`src/hw/rtl/c3w_pkg.sv`:
```
`default_nettype none

package c3w_pkg;

   localparam int COORD_W   = 9;
   localparam int SIZE_W    = 10;
   localparam int PIX_W     = 8;
   localparam int COEFF_W   = 7;
   localparam int KERNEL_N  = 9;
   localparam int KCOEF_W   = COEFF_W * KERNEL_N;
   localparam int SHIFT_W   = 3;
   localparam int PROD_W    = PIX_W + 1 + COEFF_W;
   localparam int ACC_W     = 19;
   localparam int TAP_W     = 2;
   localparam int MODCNT_W  = 4;

   localparam logic [TAP_W-1:0]    TAP_LAST      = 2'd2;
   localparam logic [MODCNT_W-1:0] MOD_LAST_STEP = 4'(COORD_W - 1);
   localparam logic [PIX_W-1:0]    PIXEL_MAX     = 8'd255;

   localparam logic [SIZE_W-1:0]  ROWS_RESET   = 10'd512;
   localparam logic [SIZE_W-1:0]  COLS_RESET   = 10'd512;
   localparam logic [KCOEF_W-1:0] KCOEF_RESET  = 63'd268435456;
   localparam logic [SHIFT_W-1:0] SHIFT_RESET  = 3'd0;

   localparam int CSR_IDX_W = 2;
   localparam logic [CSR_IDX_W-1:0] CSR_FRAME_ROWS    = 2'd0;
   localparam logic [CSR_IDX_W-1:0] CSR_FRAME_COLS    = 2'd1;
   localparam logic [CSR_IDX_W-1:0] CSR_KERNEL_COEFFS = 2'd2;
   localparam logic [CSR_IDX_W-1:0] CSR_COEFF_SHIFT   = 2'd3;

   localparam logic OP_LOAD    = 1'b0;
   localparam logic OP_COMPUTE = 1'b1;

   typedef enum logic [2:0] {
      ST_IDLE,
      ST_MOD,
      ST_READ,
      ST_DRAIN,
      ST_FINISH
   } state_type;

   typedef struct packed {
      logic [SIZE_W-1:0]  frame_rows;
      logic [SIZE_W-1:0]  frame_cols;
      logic [KCOEF_W-1:0] kernel_coeffs;
      logic [SHIFT_W-1:0] coeff_shift;
   } csr_type;

   typedef struct packed {
      logic             load_wr;
      logic             mod_start;
      logic             mod_step;
      logic             rd_issue;
      logic [TAP_W-1:0] tap_i;
      logic [TAP_W-1:0] tap_j;
      logic             out_load;
   } cmd_type;

   typedef struct packed {
      logic pipe_busy;
      logic out_full;
   } status_type;

   // coefficient (i,j) sits at bits COEFF_W*(3i+j) upward
   function automatic logic signed [COEFF_W-1:0] coeff_at(
      input logic [KCOEF_W-1:0] coeffs,
      input logic [TAP_W-1:0]   i,
      input logic [TAP_W-1:0]   j
   );
      logic [3:0]                 idx;
      logic signed [COEFF_W-1:0]  c;
      idx = 4'(i) * 4'd3 + 4'(j);
      c   = '0;
      for (int n = 0; n < KERNEL_N; n++) begin
         if (4'(n) == idx) begin
            c = $signed(coeffs[COEFF_W*n +: COEFF_W]);
         end
      end
      return c;
   endfunction

endpackage

`default_nettype wire

```
`src/hw/rtl/c3w_ctrl.sv`:
```
`default_nettype none

module c3w_ctrl (
   input  wire                   clock,
   input  wire                   reset,
   input  wire                   req_valid,
   output logic                  req_ready,
   input  wire                   req_operation,
   input  wire                   rsp_ready,
   input  c3w_pkg::status_type   status,
   output c3w_pkg::cmd_type      cmd
);
   import c3w_pkg::*;

   state_type            state_ff, state_in;
   logic [MODCNT_W-1:0]  mod_cnt_ff, mod_cnt_in;
   logic [TAP_W-1:0]     tap_i_ff, tap_i_in;
   logic [TAP_W-1:0]     tap_j_ff, tap_j_in;
   logic                 out_free;
   logic                 taps_done;

   assign out_free  = !status.out_full || rsp_ready;
   assign taps_done = (tap_i_ff == TAP_LAST) && (tap_j_ff == TAP_LAST);

   // next state and counters
   always_comb begin
      state_in   = state_ff;
      mod_cnt_in = mod_cnt_ff;
      tap_i_in   = tap_i_ff;
      tap_j_in   = tap_j_ff;
      case (state_ff)
         ST_IDLE: begin
            mod_cnt_in = '0;
            if (req_valid && req_operation == OP_COMPUTE) begin
               state_in = ST_MOD;
            end
         end
         ST_MOD: begin
            mod_cnt_in = mod_cnt_ff + 1'b1;
            if (mod_cnt_ff == MOD_LAST_STEP) begin
               state_in = ST_READ;
               tap_i_in = '0;
               tap_j_in = '0;
            end
         end
         ST_READ: begin
            if (tap_j_ff == TAP_LAST) begin
               tap_j_in = '0;
               tap_i_in = tap_i_ff + 1'b1;
            end else begin
               tap_j_in = tap_j_ff + 1'b1;
            end
            if (taps_done) begin
               state_in = ST_DRAIN;
            end
         end
         ST_DRAIN: begin
            if (!status.pipe_busy) begin
               state_in = ST_FINISH;
            end
         end
         ST_FINISH: begin
            if (out_free) begin
               state_in = ST_IDLE;
            end
         end
         default: begin
            state_in = ST_IDLE;
         end
      endcase
   end

   // outputs
   always_comb begin
      req_ready     = 1'b0;
      cmd           = '0;
      cmd.tap_i     = tap_i_ff;
      cmd.tap_j     = tap_j_ff;
      case (state_ff)
         ST_IDLE: begin
            req_ready     = 1'b1;
            cmd.load_wr   = req_valid && (req_operation == OP_LOAD);
            cmd.mod_start = req_valid && (req_operation == OP_COMPUTE);
         end
         ST_MOD: begin
            cmd.mod_step = 1'b1;
         end
         ST_READ: begin
            cmd.rd_issue = 1'b1;
         end
         ST_DRAIN: begin
            cmd.rd_issue = 1'b0;
         end
         ST_FINISH: begin
            cmd.out_load = out_free;
         end
         default: begin
            req_ready = 1'b0;
         end
      endcase
   end

   always_ff @(posedge clock) begin
      if (reset) begin
         state_ff   <= ST_IDLE;
         mod_cnt_ff <= '0;
         tap_i_ff   <= '0;
         tap_j_ff   <= '0;
      end else begin
         state_ff   <= state_in;
         mod_cnt_ff <= mod_cnt_in;
         tap_i_ff   <= tap_i_in;
         tap_j_ff   <= tap_j_in;
      end
   end

endmodule

`default_nettype wire

```
`config.mk`:
```
export PLATFORM = sky130hd
export DESIGN_NAME = c3w_ctrl
export DESIGN_NICKNAME = d
export VERILOG_FILES = /design/src/hw/rtl/c3w_pkg.sv /design/src/hw/rtl/c3w_ctrl.sv
export SDC_FILE = /design/constraint.sdc
export NUM_CORES = 1
export LEC_CHECK = 0
export BUFFER_PORTS_ARGS = -buffer_cell sky130_fd_sc_hd__buf_2
export CAP_MARGIN = 10
export CORE_MARGIN = 1
export CORE_UTILIZATION = 45
export DETAILED_ROUTE_END_ITERATION = 16
export PLACE_DENSITY = 0.74
export RECOVER_POWER = 50
export SLEW_MARGIN = 20
export SYNTH_ARGS = -nofsm -noshare
export SYNTH_HDL_FRONTEND = slang
export SYNTH_SLANG_ARGS = --single-unit
```
`constraint.sdc`:
```
create_clock -name clock -period 2.1 [get_ports clock]
set_input_delay 0.21 -clock clock [delete_from_list [all_inputs] [get_ports clock]]
set_output_delay 0.21 -clock clock [all_outputs]
set_load 0.03 [all_outputs]
```
# == Yosys cells after proc, flatten, opt, wreduce, memory -nomap -nowiden ==
# Index checks and enable logic that the tools add are counted.
# W data, S select, Z words.
# word_totals
register_bits,11
output_inout_bits,10
inputBits,7
# classes
mux,17
n_bitwise,1
addsub,3
reduce_logical,11
n_eq_ne,13
# ops
op,n
$mux W3,5
$pmux W3 S5,1
$ne A2 B2 Y1 const B,6
$mux W2,4
$pmux W2 S2,2
$pmux W4 S2,1
$eq A3 B2 Y1 const B,2
$reduce_and A5 Y1,1
$add A2 B1 Y2 const B,2
$add A4 B1 Y4 const B,1
$eq A2 B2 Y1 const B,2
$eq A4 B4 Y1 const B,1
$mux W1,4
$reduce_bool A2 Y1,2
$eq A3 B1 Y1 const B,1
$eq A3 B3 Y1 const B,1
$logic_and A1 B1 Y1,3
$logic_not A3 Y1,1
$reduce_and A3 Y1,1
$reduce_and A2 Y1,1
$logic_not A1 Y1,1
$logic_or A1 B1 Y1,1
$not A1 Y1,1

# == Longest topological paths before layout ==
# Gate-level depths: netlist (run 1).
# depth
ltp_word,4
depth_mapped,7

# == Worst setup path before layout (run 1) ==
# Ideal clock, no wire load.
# synth_timing
path_type,register -> output
from,register state_ff[2]
to,output port cmd[8] (netlist name)
stages_incl_launch_ff,6
arrival_ns,1.765
n_path_buf,1
setup_slack_ns,0.125
required_ns,1.890
cell_sequence,dfxtp_1 buf_2 or2_2 nor2_1 nand2_1 nor2_1
# synth_rtl
element,line,source
"start, declared",c3w_ctrl.sv:15,"state_type state_ff, state_in;"
"start signal, assigned",c3w_ctrl.sv:110,state_ff <= state_in;
"end, declared",c3w_ctrl.sv:11,output c3w_pkg::cmd_type cmd

==> out/qor.txt, run 1 <==
largest family of logic cells by synthesized area: simple AND/OR/NAND/NOR gates
WL met1: 671 um
proportion of layout cells with a drive suffix above 1: 0.206
Crit path largest cell delay: 0.34 ns
Post-route DRC: 0
status: completed
Setup Fix Bufs, Post-CTS: 0
fin. max-slew vios: 0
core area: 1330 sq um
register bit total from synthesis: 11
Cells after DPL: 113
post-DR wirelength/cell: 11.6 um
CP top delay family: simple AND/OR/NAND/NOR gates
maximum clock frequency: 549 MHz
final-report setup violation count: 0
worst clock skew: 0.00623 ns
Met2 Wirelength: 593 um
VDD IR max: 530 uV
Hold Worst Slack: 0.272 ns
Finished Layout Cells: 117
Tot Pwr: 0.948 mW
CP Max Fanout: 9
Clock Tree Root: clkbuf_4
post-synthesis xor/xnor area fraction: 0
CP arrival: 1.61 ns
crit path kind: flip-flop to output pin
worst reg2reg setup slack: 0.38 ns
routed vias/inst: 5.53
largest net degree at the start of global routing: 14
Clk Latency, worst-skew pair: 0.27 ns
crit-path cells: buf_4 > or2_2 > nor2_1 > and3_1 > buf_2
min Tclk post-route: 1.82 ns
starting density of the core: 0.501
post-synthesis instance total: 85
fin nets: 113
first-pass GRT wire length: 2190 um
Rows: 13
setup slack at placement: 0.427 ns
synthesized area: 668 sq um
Pleak: 0.347 nW
Global Route Usage Sum: 0.207
Final period util: 0.867
CTS Buf Count: 3
Die Width: 40.5 um
number of top-level pins: 17
CTS Sinks: 11
placed cell area: 753 sq um
relative slew slack: 0.783
grt ovf: 0
vias in the first global route: 541
Final GP Congestion: 0.796
post_cts resized: 0
post-route cell area: 772 sq um
Inserted Diodes: 0
largest area contributor in the netlist: dfxtp_1
Final TNS setup: 0 ns
TritonCTS clock tree: done
Slew @ Worst Pin: 0.316 ns
Layout Area Growth over Synthesis: 15.5%
DRT iter0 DRCs: 15
post-synthesis compound-gate area fraction: 0.189
top_reg_cell synth: dfxtp_1
initial antenna violation count: 0
Post-synth EDFFs: 0
top post-synthesis cells by area: dfxtp_1 (33%), a21oi_1 (6.7%), nor2_1 (6.7%)
H-tree Lvls: 1
met3 routed WL: 83 um
TritonRoute pass-1 iters: 4
hold buffer count at CTS: 0
Final Util: 0.579
RSZ-0062 raised after global routing: no
DIE HEIGHT: 40.5 um
die area: 1640 sq um
Port Buffers: 16
R2R depth: 5
Post-DRT Antenna Nets: 0
Worst Hold Class: input port to flip-flop
Bufs on Longest Clock Path: 2
Yosys top cell area share: 0.330
Avg Cell Area, Syn: 7.86 sq um
unique cell type count in the Yosys netlist: 33
max cap viols: 0
post-synthesis mux area share: 0.0375
Crit. Startpoint: state_ff[2]
Post-Synth Adder-Cell Area: 0.0562
fillers: 140
slowest CP cell: dfxtp_1
syn_nets: 95
Reg2Reg Capture Point: state_ff[0]
CP bufs+invs: 2
Startpoint Class: flip-flop
CP required: 1.89 ns
register area share after synthesis: 0.330
Routed WL: 1360 um
Vias: 647
Ys Warns: 0
P per Cell Area: 1230 nW/um^2
end of the critical path: cmd[7]
CP Depth: 5
top sig layer: met4
hpwl dp: 1040 um
fin worst setup slack: 0.279 ns
Crit. End Element: output pin
ys async rst share: 0
post-synthesis simple-gate area fraction: 0.316
FF-to-FF Start: state_ff[1]
Final Hold Viols: 0
Clock Pin Slew Worst Setup and Hold Paths: 0.08 ns
-- routing by layer --
layer	vias to the layer above	global-route usage
met1	293	0.251
met3	2	0.0833
met4	0	0.0750
met2	20	0.325
li1	332	-
met5	-	0
-- flip-flops by register name, summed over array words and instances, names as in the netlist --
signal	cells
mod_cnt_ff	4
state_ff	3
tap_i_ff	2
tap_j_ff	2
-- kinds of logic after synthesis --
kind of cell,count (synthesis)
DFF,11
and+or+nand+nor,39
adders and majority gates,3
AOI/OAI and AO/OA,20
muxes,2
buffers and inverters,10
-- synthesized netlist by cell type (all sizes together) (2+ instances only) --
cell    count
nor2       12
dfxtp      11
a21oi       9
inv         5
nand3       5
nand2       4
nor2b       4
nor3        4
buf         3
ha          3
a21o        2
and3        2
clkbuf      2
nand3b      2
o21ai       2
or3b        2
-- where the power goes --
part,switching [mW],internal (mW)
Clock,0.0716,0.0734
Sequential,0.0499,0.241
Combinational,0.305,0.206
Total,0.427,0.521
-- cell type report --
| cell class | count | area [sq um] | area share |
|---|---|---|---|
| Tap cell | 15 | 18.8 | 0.0243 |
| Sequential cell | 11 | 220 | 0.285 |
| Multi-Input combinational cell | 64 | 398 | 0.515 |
| Timing Repair Buffer | 18 | 90.1 | 0.117 |
| Inverter | 5 | 18.8 | 0.0243 |
| Clock buffer | 4 | 26.3 | 0.0340 |
-- placed cells by master (no fill, tap or decap), types with 2 or more instances in the layout --
master    Yosys  final
a21o_1        2      2
a21oi_1       9      9
buf_2         2     12
buf_4         0      2
clkbuf_1      2      5
clkbuf_4      0      3
dfxtp_1      11     11
ha_1          3      3
inv_1         4      4
nand2_1       4      4
nand3_1       5      5
nand3b_1      2      2
nor2_1       12     12
nor2b_1       4      4
nor3_1        4      4
o21ai_0       2      2
or3b_1        1      2
-- worst reg2reg max path, delay by kind of cell, from the launching register on --
| family | cells | cell delay [ns] |
|---|---|---|
| and+or+nand+nor | 2 | 0.66 |
| DFF | 1 | 0.48 |
| AOI/OAI and AO/OA | 1 | 0.08 |
| muxes | 1 | 0.29 |
| buffers and inverters | 1 | 0.11 |
-- how the worst min path moves through the flow --
stage / from / end / slack, ns / depth (start not counted)
2_1_floorplan: reset / state_ff[2] / 0.39 / 2
5_1_grt: reset / tap_j_ff[0] / 0.27 / 2
3_3_place_gp: tap_i_ff[0] / tap_i_ff[0] / 0.47 / 2
3_5_place_dp: tap_i_ff[0] / tap_i_ff[0] / 0.48 / 2
6_report: reset / tap_j_ff[0] / 0.27 / 2
4_1_cts: reset / tap_j_ff[0] / 0.27 / 2
(Power assumes the default switching activity.)
==> run 2: changes to the inputs <==
- BUFFER_PORTS_ARGS: -buffer_cell sky130_fd_sc_hd__buf_2 -> -buffer_cell sky130_fd_sc_hd__buf_4
- CORE_UTILIZATION: 45 -> 23
- PLACE_DENSITY: 0.74 -> 0.46
==> run 2 against run 1 <==
  * Clock skew decreased by 0.0023 ns
  * Sequential power decreased by 2%
  * Largest cell class unchanged
  * Register-to-register slack improved by 0.04 ns
==> out/qor.txt, run 2 (same netlist as run 1, synthesis figures left out) <==
status: completed (unchanged)
Clock Pin Slew Worst Setup and Hold Paths: 0.08 ns (about the same)
core area: 2760 sq um (was 1330 sq um)
RSZ-0062 raised after global routing: no (unchanged)
Layout Area Growth over Synthesis: 23.4% (was 15.5%)
Finished Layout Cells: 133 (was 117)
Crit. Startpoint: state_ff[2] (unchanged)
Tot Pwr: 0.989 mW (was 0.948 mW)
Bufs on Longest Clock Path: 2 (unchanged)
first-pass GRT wire length: 2590 um (was 2190 um)
CP arrival: 1.63 ns (was 1.61 ns)
Global Route Usage Sum: 0.105 (was 0.207)
TritonRoute pass-1 iters: 4 (unchanged)
initial antenna violation count: 0 (unchanged)
Clk Latency, worst-skew pair: 0.27 ns (about the same)
Reg2Reg Capture Point: state_ff[0] (unchanged)
M3 GR Usage: 0.0302 (was 0.0833)
Final GP Congestion: 0.726 (was 0.796)
commonest non-fill, non-tap cell in the layout: buf_4
DIE HEIGHT: 55.9 um (was 40.5 um)
largest net degree at the start of global routing: 14 (unchanged)
FF-to-FF Start: state_ff[1] (unchanged)
H-tree Lvls: 1 (unchanged)
commonest non-fill, non-tap cells in the layout: buf_4 (14), nor2_1 (12), dfxtp_1 (11) (was nor2_1 (12), buf_2 (12), dfxtp_1 (11))
CP Max Fanout: 9 (unchanged)
starting density of the core: 0.242 (was 0.501)
Most flops, register: mod_cnt_ff (unchanged)
grt ovf: 0 (unchanged)
worst reg2reg setup slack: 0.42 ns (was 0.38 ns)
met1 GRT Util: 0.146 (was 0.251)
Die Width: 55.9 um (was 40.5 um)
number of top-level pins: 17 (unchanged)
Global Route met2 Usage: 0.143 (was 0.325)
Crit. End Element: output pin (unchanged)
Final period util: 0.874 (was 0.867)
max FFs per register: 4 (unchanged)
Setup Fix Bufs, Post-CTS: 0 (unchanged)
routed vias/inst: 4.87 (was 5.53)
max cap viols: 0 (unchanged)
post-route cell area: 825 sq um (was 772 sq um)
CTS Buf Count: 3 (unchanged)
vias in the first global route: 573 (was 541)
fillers: 307 (was 140)
TritonCTS clock tree: done (unchanged)
Cells after DPL: 129 (was 113)
VDD IR max: 487 uV (was 530 uV)
worst clock skew: 0.00391 ns (was 0.00623 ns)
end of the critical path: cmd[7] (unchanged)
Pleak: 0.356 nW (was 0.347 nW)
proportion of layout cells with a drive suffix above 1: 0.216 (was 0.206)
Rows: 19 (was 13)
Inserted Diodes: 0 (unchanged)
placed cell area: 813 sq um (was 753 sq um)
Startpoint Class: flip-flop (unchanged)
Worst Hold Class: input port to flip-flop (unchanged)
die area: 3120 sq um (was 1640 sq um)
post_cts resized: 0 (unchanged)
CTS Sinks: 11 (unchanged)
DRT iter0 DRCs: 6 (was 15)
hpwl dp: 1130 um (was 1040 um)
Final TNS setup: 0 ns (unchanged)
fin nets: 113 (unchanged)
R2R depth: 5 (unchanged)
Clock Tree Root: clkbuf_4 (unchanged)
Largest regs: mod_cnt_ff (4), state_ff (3) (unchanged)
Post-DRT Antenna Nets: 0 (unchanged)
grt peak-use layer: met1 (was met2)
Vias: 648 (was 647)
post-DR wirelength/cell: 10.8 um (was 11.6 um)
Routed WL: 1440 um (was 1360 um)
fin. max-slew vios: 0 (unchanged)
Post-route DRC: 0 (unchanged)
Final Hold Viols: 0 (unchanged)
Slew @ Worst Pin: 0.320 ns (was 0.316 ns)
relative slew slack: 0.781 (was 0.783)
min Tclk post-route: 1.84 ns (was 1.82 ns)
final-report setup violation count: 0 (unchanged)
CP required: 1.89 ns (about the same)
Port Buffers: 16 (unchanged)
crit path kind: flip-flop to output pin (unchanged)
maximum clock frequency: 545 MHz (was 549 MHz)
P per Cell Area: 1200 nW/um^2 (was 1230 nW/um^2)
hold buffer count at CTS: 0 (unchanged)
-- run 2: cell counts in the layout (fill, tap and decap cells not counted) --
Identical to the previous run, type by type.
-- run 2: worst min path at each step --
stage | from | endpoint | slack, ns | cells past startpoint
finish | reset | tap_i_ff[0] | 0.21 | 2
global route | reset | tap_i_ff[1] | 0.21 | 2
CTS | reset | mod_cnt_ff[1] | 0.20 | 2
detailed placement | tap_i_ff[0] | tap_i_ff[0] | 0.49 | 2
global placement | tap_i_ff[0] | tap_i_ff[0] | 0.48 | 2
floorplan | reset | state_ff[2] | 0.39 | 2
-- run 2: metal layers --
metal / vias up / part of all wire
met5: - / 0
met4: 0 / 0.019
met3: 4 / 0.078
met2: 22 / 0.40
met1: 292 / 0.50
li1: 330 / -
-- run 2: report_power, final --
group / switching (mW) / internal [mW] / total, mW
clock network: 0.0750 / 0.0735 / 0.149
registers: 0.0422 / 0.241 / 0.284
logic: 0.318 / 0.239 / 0.557
-- run 2: critical path, cell delays in order (launching register included) --
cell     delay [ns]
dfxtp_1        0.33
buf_4          0.17
or2_2          0.35
nor2_1         0.17
and3_1         0.18
buf_4          0.15
-- run 2: area by class of cell --
| class | count | area, sq um | share of cell area |
|---|---|---|---|
| Multi-Input combinational cell | 64 | 400 | 0.486 |
| Timing Repair Buffer | 18 | 120 | 0.146 |
| Inverter | 5 | 18.8 | 0.0228 |
| Sequential cell | 11 | 220 | 0.267 |
| Clock buffer | 4 | 26.3 | 0.0319 |
| Tap cell | 31 | 38.8 | 0.0470 |
-- run 2: stage by stage --
stage          setup WS (ns)  utilization  hold slack (ns)
2_1_floorplan          0.125            -            0.391
3_3_place_gp           0.459        0.295            0.478
3_5_place_dp           0.440        0.295            0.485
4_1_cts                0.250        0.304            0.200
5_1_grt                0.146        0.299            0.212
6_report               0.265        0.299            0.207
